[config.mk]
export PLATFORM = sky130hd
export DESIGN_NAME = callsign_ssid_validator_core_flat
export DESIGN_NICKNAME = d
export VERILOG_FILES = /design/src/rtl/csv_pkg.sv /design/src/rtl/csv_in_if.sv /design/src/rtl/csv_out_if.sv /design/src/rtl/csv_classify.sv /design/src/rtl/csv_track.sv /design/src/rtl/callsign_ssid_validator_core.sv /design/src/flat_wrapper.sv
export SDC_FILE = /design/constraint.sdc
export NUM_CORES = 1
export LEC_CHECK = 0
export BUFFER_PORTS_ARGS = -buffer_cell sky130_fd_sc_hd__buf_4
export CORE_AREA = 4 4 74 69
export CTS_CLUSTER_SIZE = 14
export DETAILED_ROUTE_END_ITERATION = 7
export DIE_AREA = 0 0 78 73
export GPL_TIMING_DRIVEN = 0
export PLACE_DENSITY = 0.74
export SLEW_MARGIN = 10
export SYNTH_ARGS = -nofsm -noshare
export SYNTH_HDL_FRONTEND = slang
export SYNTH_SLANG_ARGS = --single-unit
export TNS_END_PERCENT = 100
[constraint.sdc]
create_clock -name clk_i -period 3 [get_ports clk_i]
set_clock_uncertainty 0.05 [all_clocks]
set_input_delay 0.6 -clock clk_i [delete_from_list [all_inputs] [get_ports clk_i]]
set_output_delay 0.6 -clock clk_i [all_outputs]
set_load 0.01 [all_outputs]
[src/rtl/csv_pkg.sv]
// Package for the callsign/SSID validator: phase type, character classes,
// grammar limits and ASCII codes. No dependencies.
package csv_pkg;

  typedef enum logic [1:0] {
    PH_BASE,
    PH_SEC,
    PH_SSID
  } phase_e;

  typedef struct packed {
    logic       is_digit;
    logic       is_alnum;
    logic       is_slash;
    logic       is_dash;
    logic [3:0] digit;
  } char_class_t;

  localparam logic [7:0] CH_SLASH = 8'h2F;
  localparam logic [7:0] CH_DASH  = 8'h2D;
  localparam logic [7:0] CH_0     = 8'h30;
  localparam logic [7:0] CH_9     = 8'h39;
  localparam logic [7:0] CH_UA    = 8'h41;
  localparam logic [7:0] CH_UZ    = 8'h5A;
  localparam logic [7:0] CH_LA    = 8'h61;
  localparam logic [7:0] CH_LZ    = 8'h7A;

  localparam logic [4:0] TOTAL_MIN = 5'd3;
  localparam logic [4:0] TOTAL_MAX = 5'd15;
  localparam logic [4:0] TOTAL_SAT = 5'd31;
  localparam logic [3:0] BASE_MIN  = 4'd3;
  localparam logic [3:0] BASE_MAX  = 4'd8;
  localparam logic [3:0] BASE_SAT  = 4'd15;
  localparam logic [2:0] SEC_MIN   = 3'd1;
  localparam logic [2:0] SEC_MAX   = 3'd3;
  localparam logic [2:0] SEC_SAT   = 3'd7;
  localparam logic [4:0] SSID_MAX  = 5'd15;
  localparam logic [4:0] SSID_CLAMP = 5'd16;
  localparam logic [1:0] SSID_DIG_SAT = 2'd3;

endpackage

[src/rtl/csv_in_if.sv]
// Input channel of the callsign validator: one character word per handshake.
// Depends on nothing.
interface csv_in_if;
  logic       valid;
  logic       ready;
  logic [7:0] ch;
  logic       is_last;

  modport source (output valid, output ch, output is_last, input ready);
  modport sink (input valid, input ch, input is_last, output ready);
endinterface

[src/rtl/csv_out_if.sv]
// Output channel of the callsign validator: one verdict word per callsign.
// Depends on nothing.
interface csv_out_if;
  logic valid;
  logic ready;
  logic valid_res;

  modport source (output valid, output valid_res, input ready);
  modport sink (input valid, input valid_res, output ready);
endinterface

[src/rtl/csv_classify.sv]
// Character classifier: digit, letter, slash and dash decode of one byte.
// Depends on csv_pkg.
module csv_classify
  import csv_pkg::*;
(
  input  logic [7:0]  ch_i,
  output char_class_t cls_o
);

  logic is_digit;
  logic is_upper;
  logic is_lower;

  always_comb begin
    is_digit = (ch_i >= CH_0) && (ch_i <= CH_9);
    is_upper = (ch_i >= CH_UA) && (ch_i <= CH_UZ);
    is_lower = (ch_i >= CH_LA) && (ch_i <= CH_LZ);
    cls_o.is_digit = is_digit;
    cls_o.is_alnum = is_digit || is_upper || is_lower;
    cls_o.is_slash = (ch_i == CH_SLASH);
    cls_o.is_dash  = (ch_i == CH_DASH);
    // Low nibble of an ASCII digit is its value.
    cls_o.digit    = ch_i[3:0];
  end

endmodule

[src/rtl/csv_track.sv]
// Grammar tracker: phase register, counters and flags, and the verdict
// computed from the state after the current character. Depends on csv_pkg.
module csv_track
  import csv_pkg::*;
(
  input  logic        clk_i,
  input  logic        rst_ni,
  input  logic        step_i,
  input  logic        last_i,
  input  char_class_t cls_i,
  output logic        verdict_o
);

  phase_e     phase_q, phase_d;
  logic [4:0] total_q, total_d;
  logic [3:0] base_q, base_d;
  logic       dig1_q, dig1_d;
  logic       dig2_q, dig2_d;
  logic [2:0] sec_q, sec_d;
  logic [4:0] ssid_val_q, ssid_val_d;
  logic [1:0] ssid_dig_q, ssid_dig_d;
  logic       failed_q, failed_d;

  logic [7:0] ssid_next;
  logic       sec_ok_cur;
  logic       sec_ok_next;
  logic       base_ok;

  always_comb begin
    phase_d    = phase_q;
    total_d    = (total_q < TOTAL_SAT) ? total_q + 5'd1 : total_q;
    base_d     = base_q;
    dig1_d     = dig1_q;
    dig2_d     = dig2_q;
    sec_d      = sec_q;
    ssid_val_d = ssid_val_q;
    ssid_dig_d = ssid_dig_q;
    failed_d   = failed_q;
    sec_ok_cur = (sec_q >= SEC_MIN) && (sec_q <= SEC_MAX);
    // Times ten as two shifts and an add; the clamped value is at most 16.
    ssid_next  = {ssid_val_q, 3'b000} + {2'b00, ssid_val_q, 1'b0} + {4'b0000, cls_i.digit};

    if (!failed_q) begin
      unique case (phase_q)
        PH_BASE: begin
          if (cls_i.is_alnum) begin
            if (base_q == 4'd1 && cls_i.is_digit) dig1_d = 1'b1;
            if (base_q == 4'd2 && cls_i.is_digit) dig2_d = 1'b1;
            if (base_q < BASE_SAT) base_d = base_q + 4'd1;
          end else if (cls_i.is_slash) begin
            phase_d = PH_SEC;
          end else if (cls_i.is_dash) begin
            phase_d = PH_SSID;
          end else begin
            failed_d = 1'b1;
          end
        end
        PH_SEC: begin
          if (cls_i.is_alnum) begin
            if (sec_q < SEC_SAT) sec_d = sec_q + 3'd1;
          end else if (cls_i.is_dash) begin
            if (!sec_ok_cur) failed_d = 1'b1;
            phase_d = PH_SSID;
          end else begin
            failed_d = 1'b1;
          end
        end
        PH_SSID: begin
          if (cls_i.is_digit) begin
            ssid_val_d = (ssid_next > {3'b000, SSID_MAX}) ? SSID_CLAMP : ssid_next[4:0];
            if (ssid_dig_q < SSID_DIG_SAT) ssid_dig_d = ssid_dig_q + 2'd1;
          end else begin
            failed_d = 1'b1;
          end
        end
        default: failed_d = 1'b1;
      endcase
    end

    // Verdict is judged on the state including the current character.
    sec_ok_next = (sec_d >= SEC_MIN) && (sec_d <= SEC_MAX);
    base_ok = (base_d >= BASE_MIN) && (base_d <= BASE_MAX) &&
              ((dig1_d && base_d <= 4'd7) || (dig2_d && base_d >= 4'd4));
    verdict_o = !failed_d && (total_d >= TOTAL_MIN) && (total_d <= TOTAL_MAX) && base_ok &&
                !(phase_d == PH_SEC && !sec_ok_next) &&
                !(phase_d == PH_SSID &&
                  (ssid_dig_d < 2'd1 || ssid_dig_d > 2'd2 || ssid_val_d > SSID_MAX));
  end

  always_ff @(posedge clk_i or negedge rst_ni) begin
    if (!rst_ni) begin
      phase_q    <= PH_BASE;
      total_q    <= '0;
      base_q     <= '0;
      dig1_q     <= 1'b0;
      dig2_q     <= 1'b0;
      sec_q      <= '0;
      ssid_val_q <= '0;
      ssid_dig_q <= '0;
      failed_q   <= 1'b0;
    end else if (step_i) begin
      if (last_i) begin
        phase_q    <= PH_BASE;
        total_q    <= '0;
        base_q     <= '0;
        dig1_q     <= 1'b0;
        dig2_q     <= 1'b0;
        sec_q      <= '0;
        ssid_val_q <= '0;
        ssid_dig_q <= '0;
        failed_q   <= 1'b0;
      end else begin
        phase_q    <= phase_d;
        total_q    <= total_d;
        base_q     <= base_d;
        dig1_q     <= dig1_d;
        dig2_q     <= dig2_d;
        sec_q      <= sec_d;
        ssid_val_q <= ssid_val_d;
        ssid_dig_q <= ssid_dig_d;
        failed_q   <= failed_d;
      end
    end
  end

endmodule

[src/rtl/callsign_ssid_validator_core.sv]
// Callsign/SSID validator top level: input register, grammar tracker, result register.
// Throughput: one character word per cycle, unless a final word waits for the result
// register to be free; the grammar state updates in a single pass. Reset (rst_ni,
// asynchronous, active low) empties both registers and returns the tracker to the base
// phase with all counters and flags cleared. Depends on csv_pkg and the csv_in_if /
// csv_out_if interfaces.
module callsign_ssid_validator_core
  import csv_pkg::*;
(
  input  logic      clk_i,
  input  logic      rst_ni,
  csv_in_if.sink    in_i,
  csv_out_if.source out_o
);

  // Input register stage. It holds one character word at a time; it hands the
  // word to the tracker whenever the word is not final, or when the result
  // register is free (or being drained this cycle) for a final word.
  logic       s1_valid_q;
  logic [7:0] s1_ch_q;
  logic       s1_last_q;

  // Result register stage, which parts the output handshake from the input side.
  logic       out_valid_q;
  logic       res_q;

  logic        out_free;
  logic        s1_step;
  logic        verdict;
  char_class_t cls;

  assign out_free  = !out_valid_q || out_o.ready;
  assign s1_step   = s1_valid_q && (!s1_last_q || out_free);
  assign in_i.ready = !s1_valid_q || s1_step;

  always_ff @(posedge clk_i or negedge rst_ni) begin
    if (!rst_ni) begin
      s1_valid_q <= 1'b0;
    end else if (in_i.ready) begin
      s1_valid_q <= in_i.valid;
    end
  end

  always_ff @(posedge clk_i) begin
    if (in_i.valid && in_i.ready) begin
      s1_ch_q   <= in_i.ch;
      s1_last_q <= in_i.is_last;
    end
  end

  csv_classify u_classify (
    .ch_i  (s1_ch_q),
    .cls_o (cls)
  );

  // The tracker advances once per handed-over word and clears itself after a
  // final word, so the next callsign starts from the base phase.
  csv_track u_track (
    .clk_i     (clk_i),
    .rst_ni    (rst_ni),
    .step_i    (s1_step),
    .last_i    (s1_last_q),
    .cls_i     (cls),
    .verdict_o (verdict)
  );

  // Only a final character produces a result word.
  always_ff @(posedge clk_i or negedge rst_ni) begin
    if (!rst_ni) begin
      out_valid_q <= 1'b0;
    end else if (s1_step && s1_last_q) begin
      out_valid_q <= 1'b1;
    end else if (out_o.ready) begin
      out_valid_q <= 1'b0;
    end
  end

  always_ff @(posedge clk_i) begin
    if (s1_step && s1_last_q) begin
      res_q <= verdict;
    end
  end

  assign out_o.valid     = out_valid_q;
  assign out_o.valid_res = res_q;

endmodule

[src/flat_wrapper.sv]
// flat-port wrapper written by rule: the top's interface ports become plain ports
module callsign_ssid_validator_core_flat import csv_pkg::*;
  (clk_i, rst_ni, in_i_valid, in_i_ch, in_i_is_last, in_i_ready, out_o_valid, out_o_valid_res, out_o_ready);
  csv_in_if in_i_i ();
  csv_out_if out_o_i ();
  input  logic clk_i;
  input  logic rst_ni;
  input wire logic [$bits(in_i_i.valid)-1:0] in_i_valid;
  input wire logic [$bits(in_i_i.ch)-1:0] in_i_ch;
  input wire logic [$bits(in_i_i.is_last)-1:0] in_i_is_last;
  output wire logic [$bits(in_i_i.ready)-1:0] in_i_ready;
  output wire logic [$bits(out_o_i.valid)-1:0] out_o_valid;
  output wire logic [$bits(out_o_i.valid_res)-1:0] out_o_valid_res;
  input wire logic [$bits(out_o_i.ready)-1:0] out_o_ready;
  assign in_i_i.valid = in_i_valid;
  assign in_i_i.ch = in_i_ch;
  assign in_i_i.is_last = in_i_is_last;
  assign in_i_ready = in_i_i.ready;
  assign out_o_valid = out_o_i.valid;
  assign out_o_valid_res = out_o_i.valid_res;
  assign out_o_i.ready = out_o_ready;
  callsign_ssid_validator_core u_core (.clk_i(clk_i), .rst_ni(rst_ni), .in_i(in_i_i), .out_o(out_o_i));
endmodule
# After elaboration in Yosys (flattened, before gate mapping)
# Index checks and enable logic that the tools add are counted.
[totals]
reg_bits = 36
in_bits = 13
output_inout_bits = 3
word_cells = 141
[op_classes]
addsub = 6
order_cmp = 24
eq_ne = 8
muxes = 51
reduce_logical = 38
[op_table]
columns = ["op", "n"]
rows = [
  ["two-way mux 5 bit", 7],
  ["two-way mux 2 bit", 11],
  ["logical AND 1 bit", 21],
  ["two-way mux 1 bit", 21],
  ["two-way mux 4 bit", 5],
  ["== test 8 x 6 -> 1 bit, second input constant", 2],
  [">= comparator 8 x 7 -> 1 bit, second input constant", 2],
  ["less-or-equal comparator 8 x 7 -> 1 bit, second input constant", 2],
  ["two-way mux 3 bit", 5],
  ["adder 8 x 4 -> 8 bit", 1],
  ["adder 8 x 6 -> 8 bit", 1],
  [">= comparator 8 x 6 -> 1 bit, second input constant", 1],
  ["> comparator 8 x 4 -> 1 bit, second input constant", 1],
  ["less-or-equal comparator 8 x 6 -> 1 bit, second input constant", 1],
  ["logical OR 1 bit", 8],
  ["zero test 1 bit", 7],
  [">= comparator 3 x 1 -> 1 bit, second input constant", 2],
  ["less-or-equal comparator 3 x 2 -> 1 bit, second input constant", 2],
  ["adder 5 x 1 -> 5 bit, second input constant", 1],
  [">= comparator 5 x 2 -> 1 bit, second input constant", 1],
  ["> comparator 5 x 4 -> 1 bit, second input constant", 1],
  ["less-or-equal comparator 5 x 4 -> 1 bit, second input constant", 1],
  ["< comparator 5 bit, second input constant", 1],
  ["adder 4 x 1 -> 4 bit, second input constant", 1],
  ["other kinds (19)", 21],
]

# Longest topological paths before layout
[logic_depth]
ltp_word = 14
mapped_depth = 11
ltp_nobuf = 11

# Hierarchy
# A second synthesis with hierarchy kept.
[unflattened]
cells_unflattened = 246
area_unflattened_um2 = 2368.5
[modules_own_cells]
columns = ["mod", "instances", "cells_each", "area_per_inst_um2"]
rows = [
  ["csv_track", 1, 206, 1843.0],
  ["callsign_ssid_validator_core", 1, 20, 406.6],
  ["csv_classify", 1, 20, 118.9],
]

# Least setup slack after synthesis
# Ideal clock, no wire load.
[synth_path]
kind = "register -> register"
start = "register u_core.u_track.ssid_val_q[0]"
end = "register u_core.res_q, in the netlist u_core.out_o.valid_res, data pin"
setup_time_ps = 132
arrival_ps = 2457
t_required_ps = 2818
setup_slack_ps = 361
stages_incl_launch_ff = 10
n_path_buf = 0
period_less_slack_ps = 2639
cell_sequence = "dfrtp_1 fa_1 inv_1 fa_1 nor3b_1 o22ai_1 a211oi_1 a21oi_1 nor3_1 o311a_1"
[synth_via]
elab_chain_cells = 12
[synth_rtl]
columns = ["element", "line", "text"]
rows = [
  ["start: declaration", "csv_track.sv:20", "logic [4:0] ssid_val_q, ssid_val_d;"],
  ["start signal: assignment", "csv_track.sv:119", "ssid_val_q <= ssid_val_d;"],
  ["adder 8 x 6 -> 8 bit", "csv_track.sv:41", "ssid_next = {ssid_val_q, 3'b000} + {2'b00, ssid_val_q, 1'b0} + {4'b0000, cls_i.digit};"],
  ["adder 8 x 4 -> 8 bit", "csv_track.sv:41", ""],
  ["> comparator 8 x 4 -> 1 bit", "csv_track.sv:70", "ssid_val_d = (ssid_next > {3'b000, SSID_MAX}) ? SSID_CLAMP : ssid_next[4:0];"],
  ["two-way mux 5 bit", "csv_track.sv:70", ""],
  ["two-way mux 5 bit", "csv_track.sv:69", "if (cls_i.is_digit) begin"],
  ["two-way mux 5 bit", "csv_track.sv:44", "unique case (phase_q)"],
  ["two-way mux 5 bit *", "csv_track.sv:43", "if (!failed_q) begin"],
  ["> comparator 5 x 4 -> 1 bit *", "csv_track.sv:87", "(ssid_dig_d < 2'd1 || ssid_dig_d > 2'd2 || ssid_val_d > SSID_MAX));"],
  ["logical OR 1 bit *", "csv_track.sv:87", ""],
  ["logical AND 1 bit *", "csv_track.sv:86", "!(phase_d == PH_SSID &&"],
  ["zero test 1 bit *", "csv_track.sv:86", ""],
  ["logical AND 1 bit *", "csv_track.sv:85", "!(phase_d == PH_SEC && !sec_ok_next) &&"],
  ["net u_core.u_track.verdict_o", "csv_track.sv:11", "output logic verdict_o"],
  ["end signal: assignment", "callsign_ssid_validator_core.sv:80", "res_q <= verdict;"],
  ["end: declaration", "callsign_ssid_validator_core.sv:25", "logic res_q;"],
]
# Mark *: on every way through the listed nets, which the timed path passes. The rest lies on a longest branch.
# A chain may end at the register's enable or synchronous reset.

# Worst setup path in the final report
# Ends and elaborated chain as after synthesis.

==> summary.md <==
| Metric | Value |
|---|---|
| Final #Nets | 292 |
| Overall routed net length | roughly 4800 µm |
| Clock slew at reported path FFs | 80 ps |
| First-pass GRT wire length | roughly 8400 µm |
| CTS root buf | clkbuf_8 |
| Worst-path maximum fanout | 4 |
| Register area share after synthesis | 0.4164 |
| Post-DP HPWL | 3506 µm |
| Hold WS | 160.3 ps |
| Most frequent cells in the layout | dfrtp_1, nand2_1, nor2_1 |
| Core Box Area | 4345 µm² |
| I/O pin total | 16 |
| Area share of fa/ha/maj cells after synthesis | 0.1052 |
| Syn avg cell area | 9.594 µm² |
| Synthesis Warnings | 0 |
| Library cells used by synthesis | 55 |
| Reg2Reg Depth | 9 |
| Synth Area in Compound Gates | 0.1885 |
| Layout cells sized above 1 | 0.1412 |
| Vias in the first global route | 1844 |
| Setup violations, final | 0 |
| Max_cap viols | 0 |
| H-tree Lvls | 2 |
| Top_reg_cell synth | dfrtp_1 |
| Avg WL per Cell | roughly 15 µm |
| Leakage | 1.163 nW |
| Share of the synthesized area in the top cell type | 0.2849 |
| Synth Area in Simple Gates | 0.2005 |
| Leading cell type in the layout, fill and taps excluded | dfrtp_1 |
| Total power | 0.001052 W |
| Largest net degree at the start of global routing | 27 |
| CTS tree | done |
| R2R Path Start | u_core.u_track.ssid_val_q[0]$_DFFE_PN0P_ |
| Critical path class | reg -> reg |
| Post-synth EDFFs | 10 |
| Status | finished, final reports clean |
| Area leader, netlist | dfrtp_1 |
| Clk_lat worst skew | 290 ps |
| RSZ-0062 raised after global routing | no |
| First-pass DRT Iterations | 5 |
| Hold Path Class | in -> async |
| FF-to-FF setup slack | 130 ps |
| Starting Density | 0.5255 |
| Worst setup SP type | flip-flop |
| Die width | slightly below 80 µm |
| Synth top area cells | dfrtp_1, edfxtp_1, ha_1, a21oi_1, nand2_1 |
| Slew HR | 0.5568 |
| Period minus WS final | 2872 ps |
| Final Max Tran Viols | 0 |
| Multiplexer share of the synthesized area | 0.03836 |
| Area growth, synth to finish | 12.99% |
| Global route overflow | 0 |
| Clk sinks | 36 |
| Pwr dens | 407.7 nW/µm² |
| Setup TNS | 0 ps |
| Num CTS Buffers | 5 |
| Global placer's final weighted congestion | 0.8568 |
| Syn nets | 269 |
| Post-route ant nets | 0 |
| Share of the clock period used by the worst path | 0.9572 |
| DRT iter0 DRCs | 90 |
| Worst-margin pin slew | 662.4 ps |
| Mapped Cells | between 200 and 250 |
| Vias per inst | between 5 and 6 |
| I/O Buffers | 15 |
| DRC Markers | 0 |
| #FFs+latches synth | 36 |
| Peak supply drop | 0.2890 mV |
| Total die area | 5694 µm² |
| Die Ht | 73 µm |
| Clock Tree Buf Depth | 2 |
| Highest Clock Rate | 0.3482 GHz |
| Worst R2R End | u_core.out_o.valid_res$_DFFE_PP_ |
| Worst setup endpoint | u_core.out_o.valid_res$_DFFE_PP_ |
| XOR/XNOR Fraction of Synth Area | 0.01151 |
| Number of antenna violations at the first check in global routing | 0 |
| Critical path origin | u_core.u_track.ssid_val_q[0]$_DFFE_PN0P_ |
| Antenna fix cells | 0 |
| Total number of vias | 1828 |
| Largest family of logic cells by synthesized area | simple AND/OR/NAND/NOR gates |
| Worst EP required | a little over 3000 ps |
| Arr. time, crit path | 2980 ps |
| Hold Fails Final Rpt | 0 |
| Global-route usage over all layers | 0.1859 |
| Mapped cell area | 2283 µm² |
| FFs w/ async S/R, synth | 0.7222 |
| Row Count | 23 |
| Setup crit end kind | flip-flop |
==> worst min path at each step <==
stage                                                 start                                        to  slack, ps  depth (start not counted)
after floorplan                                      rst_ni            u_core.out_o.valid$_DFFE_PN0P_        250                          0
after global placement    u_core.u_track.dig1_q$_DFFE_PN0P_         u_core.u_track.dig1_q$_DFFE_PN0P_        460                          2
after detailed placement  u_core.u_track.dig1_q$_DFFE_PN0P_         u_core.u_track.dig1_q$_DFFE_PN0P_        470                          2
after CTS                                            rst_ni     u_core.u_track.total_q[4]$_DFFE_PN0P_        170                          1
after global routing                                 rst_ni  u_core.u_track.ssid_val_q[1]$_DFFE_PN0P_        180                          1
final                                                rst_ni      u_core.u_track.base_q[1]$_DFFE_PN0P_        160                          1
==> worst max-delay path, cell delays in order (launching register included) <==
cell and delay [ps]:
dfrtp_2 440, fa_1 570, inv_1 60, fa_1 450, nor3b_1 230, o22ai_1 110, a211oi_2 260, a21oi_1 130
nor3_1 230, o311a_1 200
==> power breakdown <==
group | total (W) | switching [W] | internal (W) | leakage, nW
Combinational | 0.000141 | 0.0000780 | 0.0000633 | 0.673
Clock | 0.000353 | 0.000188 | 0.000164 | 0.0404
Sequential | 0.000558 | 0.0000294 | 0.000528 | 0.450
Total | 0.00105 | 0.000296 | 0.000756 | 1.16
==> cell usage after synthesis, types with 2 or more instances <==
cell type and n:
or4_1 2, nor3_1 5, dfrtp_1 26, nor2_1 20
a21oi_1 19, buf_6 2, inv_1 13, o31ai_1 3
and4b_1 3, mux2_2 2, o22ai_1 2, and2_1 2
edfxtp_1 10, or3_1 2, mux2i_1 5, nor3b_1 2
and3_1 2, a31o_2 3, nand4b_1 4, clkbuf_1 5
o21ai_0 17, a211oi_1 2, a22o_1 3, ha_1 16
xor2_1 2, nand2b_1 7, fa_1 2, a22oi_1 3
nand3_1 5, nand2_1 24
==> flip-flops by register name (all words and copies together) (netlist names), 2 cells and up <==
signal / count
u_core.u_track.sec_q: 3
u_core.u_track.ssid_val_q: 5
u_core.u_track.base_q: 4
u_core.s1_ch_q: 8
u_core.u_track.ssid_dig_q: 2
u_core.u_track.total_q: 5
u_core.u_track.phase_q: 2
==> final cells by class <==
cell class | count | area [µm²]
Inverter | 13 | 48.80
Sequential cell | 36 | 952.2
Fill cell | 391 | 1765
Tap cell | 62 | 77.57
Clock buffer | 5 | 68.82
Buffer | 7 | 41.29
Clock inverter | 3 | 23.77
Multi-Input combinational cell | 182 | 1247
Timing Repair Buffer | 16 | 120.1
==> per-layer routing <==
layer | routed length [µm] | track usage
met1 | 2369 | 0.2563
met2 | 2199 | 0.3023
met3 | 203 | 0.03704
met4 | 22 | 0.04854
met5 | 0 | 0
==> logic make-up after synthesis <==
logic type / Yosys count
XOR/XNOR: 3
multiplexers: 8
adder cells (fa/ha/maj): 18
buffers and inverters: 20
AO/OA/AOI/OAI: 66
AND/OR/NAND/NOR: 87
flip-flops: 36
==> timing repair <==
action | CTS | global route
setup buffers | 0 | 1
endpoints found under the hold margin | 0 | 0
hold buffers | 0 | 0
setup endpoints to repair | 2 | 4
pin swaps | 0 | 1
resized for setup | 1 | 1
==> stage by stage <==
stage               utilization  instances  cell area [µm²]  setup WS [ps]
floorplan                     -        238             2283          361.4
global placement         0.5692        315             2474         -40.70
detailed placement       0.5692        315             2474         -45.85
CTS                      0.5917        323             2571          46.30
global route             0.5937        324             2580          6.417
finish                   0.5937        324             2580          128.5
(Power assumes the default switching activity.)
